### config.mk
export PLATFORM = sky130hd
export DESIGN_NAME = sequence_duplicate_filter_core_flat
export DESIGN_NICKNAME = d
export VERILOG_FILES = /design/src/rtl/sdf_pkg.sv /design/src/rtl/sdf_pkt_if.sv /design/src/rtl/sdf_res_if.sv /design/src/rtl/sdf_ram.sv /design/src/rtl/sdf_scan.sv /design/src/rtl/sequence_duplicate_filter_core.sv /design/src/flat_wrapper.sv
export SDC_FILE = /design/constraint.sdc
export NUM_CORES = 2
export LEC_CHECK = 0
export BUFFER_PORTS_ARGS = -buffer_cell sky130_fd_sc_hd__buf_4
export CAP_MARGIN = 20
export CORE_ASPECT_RATIO = 1.4
export CORE_UTILIZATION = 55
export DETAILED_ROUTE_END_ITERATION = 10
export PLACE_DENSITY = 0.71
export SETUP_SLACK_MARGIN = 0.3
export SKIP_CTS_REPAIR_TIMING = 1
export SLEW_MARGIN = 20
export SYNTH_ARGS = -nofsm -noshare
export SYNTH_HDL_FRONTEND = slang
export SYNTH_SLANG_ARGS = --single-unit
### constraint.sdc
create_clock -name clk -period 13.55 [get_ports clk]
set_input_delay 2.71 -clock clk [delete_from_list [all_inputs] [get_ports clk]]
set_output_delay 2.71 -clock clk [all_outputs]
set_load 0.005 [all_outputs]
### src/rtl/sdf_pkg.sv
// ---------------------------------------------------------------------------
// sdf_pkg
// Shared types and constants of the sequence duplicate filter.
// ---------------------------------------------------------------------------
`default_nettype none

package sdf_pkg;

	// Fixed widths of the packet fields at the block boundary.
	localparam int unsigned SRC_KEY_BITS = 64;
	localparam int unsigned SEQ_BITS     = 32;

	typedef logic [1:0] outcome_t;

	// Outcome codes reported for each packet.
	localparam outcome_t OUT_DUPLICATE = 2'd0;
	localparam outcome_t OUT_UPDATED   = 2'd1;
	localparam outcome_t OUT_STORED    = 2'd2;
	localparam outcome_t OUT_FULL      = 2'd3;

	// Finished result offered by the scan engine to the output register.
	typedef struct packed {
		logic     vld;
		outcome_t outcome;
	} sdf_res_t;

endpackage

`default_nettype wire

### src/rtl/sdf_pkt_if.sv
// ---------------------------------------------------------------------------
// sdf_pkt_if
// Packet channel: valid/ready handshake with source key and sequence number.
// ---------------------------------------------------------------------------
`default_nettype none

interface sdf_pkt_if;
	logic                               valid;
	logic                               ready;
	logic [sdf_pkg::SRC_KEY_BITS-1:0]   source_key;
	logic [sdf_pkg::SEQ_BITS-1:0]       seq_number;

	modport source (output valid, output source_key, output seq_number, input ready);
	modport sink   (input valid, input source_key, input seq_number, output ready);
endinterface

`default_nettype wire

### src/rtl/sdf_res_if.sv
// ---------------------------------------------------------------------------
// sdf_res_if
// Result channel: valid/ready handshake with the packet outcome.
// ---------------------------------------------------------------------------
`default_nettype none

interface sdf_res_if;
	logic                valid;
	logic                ready;
	sdf_pkg::outcome_t   outcome;

	modport source (output valid, output outcome, input ready);
	modport sink   (input valid, input outcome, output ready);
endinterface

`default_nettype wire

### src/rtl/sdf_ram.sv
// ---------------------------------------------------------------------------
// sdf_ram
// Generic simple dual-port RAM: one write port, one read port, registered read.
// ---------------------------------------------------------------------------
`default_nettype none

module sdf_ram #(
	parameter int unsigned WIDTH = 96,
	parameter int unsigned DEPTH = 16,
	localparam int unsigned AW   = (DEPTH > 1) ? $clog2(DEPTH) : 1
) (
	input  wire logic             clk,
	input  wire logic             wr_en,
	input  wire logic [AW-1:0]    wr_addr,
	input  wire logic [WIDTH-1:0] wr_data,
	input  wire logic             rd_en,
	input  wire logic [AW-1:0]    rd_addr,
	output logic      [WIDTH-1:0] rd_data
);

	logic [WIDTH-1:0] mem [DEPTH];

	// Write port.
	always_ff @(posedge clk) begin
		if (wr_en) begin
			mem[wr_addr] <= wr_data;
		end
	end

	// Registered read port.
	always_ff @(posedge clk) begin
		if (rd_en) begin
			rd_data <= mem[rd_addr];
		end
	end

endmodule

`default_nettype wire

### src/rtl/sdf_scan.sv
// ---------------------------------------------------------------------------
// sdf_scan
// Scan engine: walks the stored entries through the RAM, compares keys and
// sequence numbers, and writes back an update or a new entry if one is due.
// ---------------------------------------------------------------------------
`default_nettype none

module sdf_scan #(
	parameter int unsigned TABLE_ENTRIES = 16,
	parameter int unsigned KEY_BITS      = 64,
	localparam int unsigned AW = (TABLE_ENTRIES > 1) ? $clog2(TABLE_ENTRIES) : 1,
	localparam int unsigned RW = KEY_BITS + sdf_pkg::SEQ_BITS
) (
	input  wire logic              clk,
	input  wire logic              arst_n,
	sdf_pkt_if.sink                pkt,
	// RAM access
	output logic                   ram_wr_en,
	output logic [AW-1:0]          ram_wr_addr,
	output logic [RW-1:0]          ram_wr_data,
	output logic                   ram_rd_en,
	output logic [AW-1:0]          ram_rd_addr,
	input  wire logic [RW-1:0]     ram_rd_data,
	// Finished result and its acceptance by the output register
	output sdf_pkg::sdf_res_t      res,
	input  wire logic              res_take
);

	import sdf_pkg::*;

	localparam int unsigned CW = $clog2(TABLE_ENTRIES + 1);

	localparam logic [1:0] ST_IDLE   = 2'd0;
	localparam logic [1:0] ST_SCAN   = 2'd1;
	localparam logic [1:0] ST_RESULT = 2'd2;

	logic [1:0]          state_q;
	logic [CW-1:0]       count_q;
	logic [CW-1:0]       idx_q;
	logic                cmp_vld_s1;
	logic [AW-1:0]       cmp_idx_s1;
	logic [KEY_BITS-1:0] key_q;
	logic [SEQ_BITS-1:0] seq_q;
	outcome_t            outcome_q;

	logic                issue;
	logic                hit;
	logic                newer;
	logic                miss_done;
	logic                has_free;
	logic [KEY_BITS-1:0] rd_key;
	logic [SEQ_BITS-1:0] rd_seq;

	// Valid entries always form a prefix of the table, so the fill count
	// stands in for the per-entry valid marks.
	assign rd_key    = ram_rd_data[RW-1 -: KEY_BITS];
	assign rd_seq    = ram_rd_data[SEQ_BITS-1:0];
	assign issue     = (state_q == ST_SCAN) && (idx_q < count_q);
	assign hit       = cmp_vld_s1 && (rd_key == key_q);
	assign newer     = seq_q > rd_seq;
	assign miss_done = (state_q == ST_SCAN) && (idx_q == count_q) && !hit;
	assign has_free  = count_q < CW'(TABLE_ENTRIES);

	// RAM ports: one read per cycle while scanning, at most one write at the end.
	assign ram_rd_en   = issue;
	assign ram_rd_addr = idx_q[AW-1:0];
	assign ram_wr_en   = (hit && newer) || (miss_done && has_free);
	assign ram_wr_addr = hit ? cmp_idx_s1 : count_q[AW-1:0];
	assign ram_wr_data = {key_q, seq_q};

	assign pkt.ready   = (state_q == ST_IDLE);
	assign res.vld     = (state_q == ST_RESULT);
	assign res.outcome = outcome_q;

	// Control state.
	always_ff @(posedge clk or negedge arst_n) begin
		if (!arst_n) begin
			state_q    <= ST_IDLE;
			count_q    <= '0;
			idx_q      <= '0;
			cmp_vld_s1 <= 1'b0;
		end else begin
			unique case (state_q)
				ST_IDLE: begin
					cmp_vld_s1 <= 1'b0;
					if (pkt.valid) begin
						idx_q   <= '0;
						state_q <= ST_SCAN;
					end
				end
				ST_SCAN: begin
					cmp_vld_s1 <= issue && !hit && !miss_done;
					if (issue) begin
						idx_q <= idx_q + 1'b1;
					end
					if (hit) begin
						state_q <= ST_RESULT;
					end else if (miss_done) begin
						if (has_free) begin
							count_q <= count_q + 1'b1;
						end
						state_q <= ST_RESULT;
					end
				end
				ST_RESULT: begin
					cmp_vld_s1 <= 1'b0;
					if (res_take) begin
						state_q <= ST_IDLE;
					end
				end
				default: begin
					state_q    <= ST_IDLE;
					cmp_vld_s1 <= 1'b0;
				end
			endcase
		end
	end

	// Packet payload, compare index and outcome.
	always_ff @(posedge clk) begin
		if (pkt.valid && pkt.ready) begin
			key_q <= pkt.source_key[KEY_BITS-1:0];
			seq_q <= pkt.seq_number;
		end
		cmp_idx_s1 <= idx_q[AW-1:0];
		if (hit) begin
			outcome_q <= newer ? OUT_UPDATED : OUT_DUPLICATE;
		end else if (miss_done) begin
			outcome_q <= has_free ? OUT_STORED : OUT_FULL;
		end
	end

endmodule

`default_nettype wire

### src/rtl/sequence_duplicate_filter_core.sv
// ---------------------------------------------------------------------------
// sequence_duplicate_filter_core
// Per-source duplicate filter for received packets keyed by source and
// sequence number.
// ---------------------------------------------------------------------------
// The scan reads one stored entry per cycle through the single read port of the
// entry RAM, starting at entry 0, and stops at the first key match; a packet
// from an unknown source is compared with every filled entry. One packet is
// worked on at a time; the next is accepted once the result has moved into the
// output register, even while that register still waits to be taken.
// Table occupancy is a fill count cleared by reset, so there is no clearing
// pass after reset. Only the low KEY_BITS bits of source_key are stored and
// matched.
`default_nettype none

module sequence_duplicate_filter_core #(
	parameter int unsigned TABLE_ENTRIES = 16,
	parameter int unsigned KEY_BITS      = 64
) (
	input  wire logic clk,
	input  wire logic arst_n,
	sdf_pkt_if.sink   pkt,
	sdf_res_if.source res
);

	import sdf_pkg::*;

	localparam int unsigned AW = (TABLE_ENTRIES > 1) ? $clog2(TABLE_ENTRIES) : 1;
	localparam int unsigned RW = KEY_BITS + SEQ_BITS;

	logic          ram_wr_en;
	logic [AW-1:0] ram_wr_addr;
	logic [RW-1:0] ram_wr_data;
	logic          ram_rd_en;
	logic [AW-1:0] ram_rd_addr;
	logic [RW-1:0] ram_rd_data;
	sdf_res_t      scan_res;
	logic          res_take;
	logic          out_vld_q;
	outcome_t      out_outcome_q;

	// Entry store: key and last sequence number per source.
	sdf_ram #(
		.WIDTH (RW),
		.DEPTH (TABLE_ENTRIES)
	) u_ram (
		.clk     (clk),
		.wr_en   (ram_wr_en),
		.wr_addr (ram_wr_addr),
		.wr_data (ram_wr_data),
		.rd_en   (ram_rd_en),
		.rd_addr (ram_rd_addr),
		.rd_data (ram_rd_data)
	);

	sdf_scan #(
		.TABLE_ENTRIES (TABLE_ENTRIES),
		.KEY_BITS      (KEY_BITS)
	) u_scan (
		.clk         (clk),
		.arst_n      (arst_n),
		.pkt         (pkt),
		.ram_wr_en   (ram_wr_en),
		.ram_wr_addr (ram_wr_addr),
		.ram_wr_data (ram_wr_data),
		.ram_rd_en   (ram_rd_en),
		.ram_rd_addr (ram_rd_addr),
		.ram_rd_data (ram_rd_data),
		.res         (scan_res),
		.res_take    (res_take)
	);

	// Output register: takes a finished result when empty or being drained.
	assign res_take    = !out_vld_q || res.ready;
	assign res.valid   = out_vld_q;
	assign res.outcome = out_outcome_q;

	always_ff @(posedge clk or negedge arst_n) begin
		if (!arst_n) begin
			out_vld_q <= 1'b0;
		end else if (res_take) begin
			out_vld_q <= scan_res.vld;
		end
	end

	always_ff @(posedge clk) begin
		if (res_take && scan_res.vld) begin
			out_outcome_q <= scan_res.outcome;
		end
	end

endmodule

`default_nettype wire

### src/flat_wrapper.sv
// flat-port wrapper written by rule: the top's interface ports become plain ports
module sequence_duplicate_filter_core_flat import sdf_pkg::*;
#(
	parameter int unsigned TABLE_ENTRIES = 16,
	parameter int unsigned KEY_BITS      = 64
)
  (clk, arst_n, pkt_valid, pkt_source_key, pkt_seq_number, pkt_ready, res_valid, res_outcome, res_ready);
  sdf_pkt_if pkt_i ();
  sdf_res_if res_i ();
  input  wire logic clk;
  input  wire logic arst_n;
  input wire logic [$bits(pkt_i.valid)-1:0] pkt_valid;
  input wire logic [$bits(pkt_i.source_key)-1:0] pkt_source_key;
  input wire logic [$bits(pkt_i.seq_number)-1:0] pkt_seq_number;
  output wire logic [$bits(pkt_i.ready)-1:0] pkt_ready;
  output wire logic [$bits(res_i.valid)-1:0] res_valid;
  output wire logic [$bits(res_i.outcome)-1:0] res_outcome;
  input wire logic [$bits(res_i.ready)-1:0] res_ready;
  assign pkt_i.valid = pkt_valid;
  assign pkt_i.source_key = pkt_source_key;
  assign pkt_i.seq_number = pkt_seq_number;
  assign pkt_ready = pkt_i.ready;
  assign res_valid = res_i.valid;
  assign res_outcome = res_i.outcome;
  assign res_i.ready = res_ready;
  sequence_duplicate_filter_core #(.TABLE_ENTRIES(TABLE_ENTRIES), .KEY_BITS(KEY_BITS)) u_core (.clk(clk), .arst_n(arst_n), .pkt(pkt_i), .res(res_i));
endmodule
==> results.json <==
{
  "status": "complete, no violations",
  "cts_buffers": 158,
  "clockBufferDepth": 3,
  "syn_nets": 2858,
  "yosys_warnings": 0,
  "drv_slew": 0,
  "final.setup.worst_slack_ns": 7.30,
  "p_clk_share_pct": 43.4,
  "p_per_area_nw_per_um2": 140,
  "tightest_slew_ns": 1.14,
  "ir_drop_mv": 0.163,
  "netSwitchingFraction_pct": 18.9,
  "fillerInstances": 7889,
  "ys_types": 45,
  "rsz0062_at_grt": "false",
  "dieArea_um2": 122000,
  "fin_crit_ns": 6.25,
  "cts_sinks": 1750,
  "place_ws_ns": 7.17,
  "fmax_mhz": 160,
  "async_flop_share_pct": 0.800,
  "drtAntennaViolNets": 0,
  "drt_wl_total_um": 144000,
  "cts_max_level": 4,
  "skew_ns": 0.0308,
  "ys_ff_latch": 1750,
  "num_io_pins": 104,
  "path_max_fanout": 46,
  "seqCellArea_um2": 52500,
  "clk_pin_slew_ns": 0.07,
  "fin_crit_sh_pct": 46.1,
  "hold_ws_ns": 0.421,
  "worstPathArrival_ns": 6.65,
  "seqPwrFrac_pct": 56.3,
  "power.leakage_nw": 23.3,
  "setup_tns_ns": 0,
  "min-delay-start": "u_core.u_scan.outcome_q[1]",
  "dp_hpwl_um": 76500,
  "wl_per_cell_um": 31.0,
  "vias": 29500,
  "cts.root.buffer_cell": "clkbuf_16",
  "r2r_start": "u_core.u_scan.key_q[13]",
  "insertion_delay_ns": 0.80,
  "final_common_cell": "edfxtp_1",
  "first_pass_iters": 5,
  "nets": 3063,
  "gp_congestion": 0.811,
  "hold_path_class": "reg2reg",
  "synthFlopType": "edfxtp_1",
  "numPortBuffers": 103,
  "seq_area_frac_synth_pct": 79.2,
  "die_w_um": 295,
  "rows": 150,
  "vias_per_cell": 6.35,
  "critPathLaunchType": "register",
  "core_um2": 119000,
  "syn_area_um2": 66200,
  "drt-initial-drc-count": 3222,
  "relSlewSlack_pct": 24.0,
  "drc_errors": 0,
  "cp-end-kind": "register",
  "antenna_found_initial": 2,
  "grt_overflow_total": 0,
  "tritoncts": "built",
  "multi_input_area_um2": 13400,
  "grt_max_degree": 153,
  "grt_pass1_wl_um": 211000,
  "die-height_um": 412,
  "maxCapViolCount": 0,
  "start_util_pct": 55.5,
  "setup_viol_count_final": 0,
  "drive_gt1_share_pct": 29.7,
  "pwr-share-comb_pct": 0.3,
  "crit_type": "reg2reg",
  "synth_area_per_cell_um2": 24.3,
  "layout_common_cells": "edfxtp_1 (1,732), mux4_2 (480), clkbuf_16 (161)",
  "track_usage_pct": 24.5,
  "p_sw_mw": 1.96,
  "synth_edf_count": 1732,
  "synthCells": 2719,
  "hold_viol_final": 0,
  "areaGrowthSynthToFinish_pct": 12.7,
  "startpoint": "u_core.u_scan.key_q[13]",
  "grt_pass1_vias": 31000,
  "internal_power_mw": 8.44,
  "worstPathRequired_ns": 13.95,
  "power_mw": 10.4
}
## registers in the layout, summed over array words and instances, names as in the netlist
signal	flops
u_core.u_scan.outcome_q	2
u_core.u_scan.cmp_idx_s1	4
u_core.u_scan.cmp_vld_s1	1
u_core.u_scan.key_q	64
u_core.u_scan.seq_q	32
u_core.u_ram.rd_data	96
u_core.res.valid	1
u_core.u_scan.count_q	5
u_core.u_scan.state_q	2
u_core.res.outcome	2
u_core.u_scan.idx_q	5
u_core.u_ram.mem	1536
## worst max-delay path, stage by stage, from the launching register on
cell,delay [ns]
edfxtp_1,0.61
xnor2_1,0.55
nand4_1,0.16
or4_1,0.55
or4_4,0.47
nor4_4,0.55
o21ai_4,0.41
o31ai_4,0.78
buf_4,0.83
buf_4,0.88
## path summary, 6_finish.rpt
kind / to / cells past startpoint / slack [ns]
max: u_core.u_ram.mem[1][46] / 9 / 7.30
min: u_core.res.outcome[1] / 0 / 0.42
max reg2reg: u_core.u_ram.mem[1][46] / 9 / 7.30
min reg2reg: u_core.res.outcome[1] / 0 / 0.42
max in group asynchronous: u_core.u_scan.idx_q[3] / 1 / 11.58
min in group asynchronous: u_core.res.valid / 1 / 1.76
## metal layers
metal	wire (um)	GRT usage [%]
met5	0	0
met4	3750	7.52
met3	9120	3.87
met2	76300	42.0
met1	55200	32.4
## power by group through the flow
stage	clock, mW	combinational [mW]	sequential, mW
floorplan	0	0.0000501	5.98
global placement	0	0.0315	5.98
detailed placement	0	0.0310	5.98
CTS	4.60	0.0313	5.86
global route	4.78	0.0314	5.85
finish	4.52	0.0305	5.86
## through the flow
step	area [um2]	util, %	cells
floorplan	66200	-	2719
global placement	69300	58.0	4356
detailed placement	69300	58.0	4356
CTS	74500	62.4	4647
global route	74600	62.5	4652
finish	74600	62.5	4652
## layout make-up
type	count	area share [%]
clock buffers	186	5.54
inverters	50	0.258
clock inverters	105	1.51
flip-flops and latches	1750	70.3
well taps	1596	2.68
multi-input cells	804	18.0
diodes	1	0.00335
repair buffers	160	1.69
## cell usage after synthesis (15+ instances only)
| cell | number | area [um2] |
|---|---|---|
| nand3_1 | 21 | 105 |
| ha_1 | 39 | 488 |
| edfxtp_1 | 1732 | 52000 |
| nand2_1 | 49 | 184 |
| nand2b_1 | 19 | 119 |
| nand4_1 | 32 | 200 |
| inv_1 | 50 | 188 |
| clkbuf_1 | 79 | 297 |
| buf_1 | 34 | 128 |
| mux4_2 | 480 | 10800 |
| nor2_1 | 15 | 56.3 |
| xnor2_1 | 51 | 447 |
## cells by family (layout without fill, tap and decap cells)
kind of cell	after synthesis	after routing	synth area share (%)
buf+inv	165	501	0.949
xor+xnor	55	55	0.728
flops	1750	1750	79.2
fa+ha+maj	39	39	0.737
other cells	0	1	0
compound gates	55	55	0.584
simple gates	174	174	1.43
mux	481	481	16.3
Power figures use the tool's default switching activity.
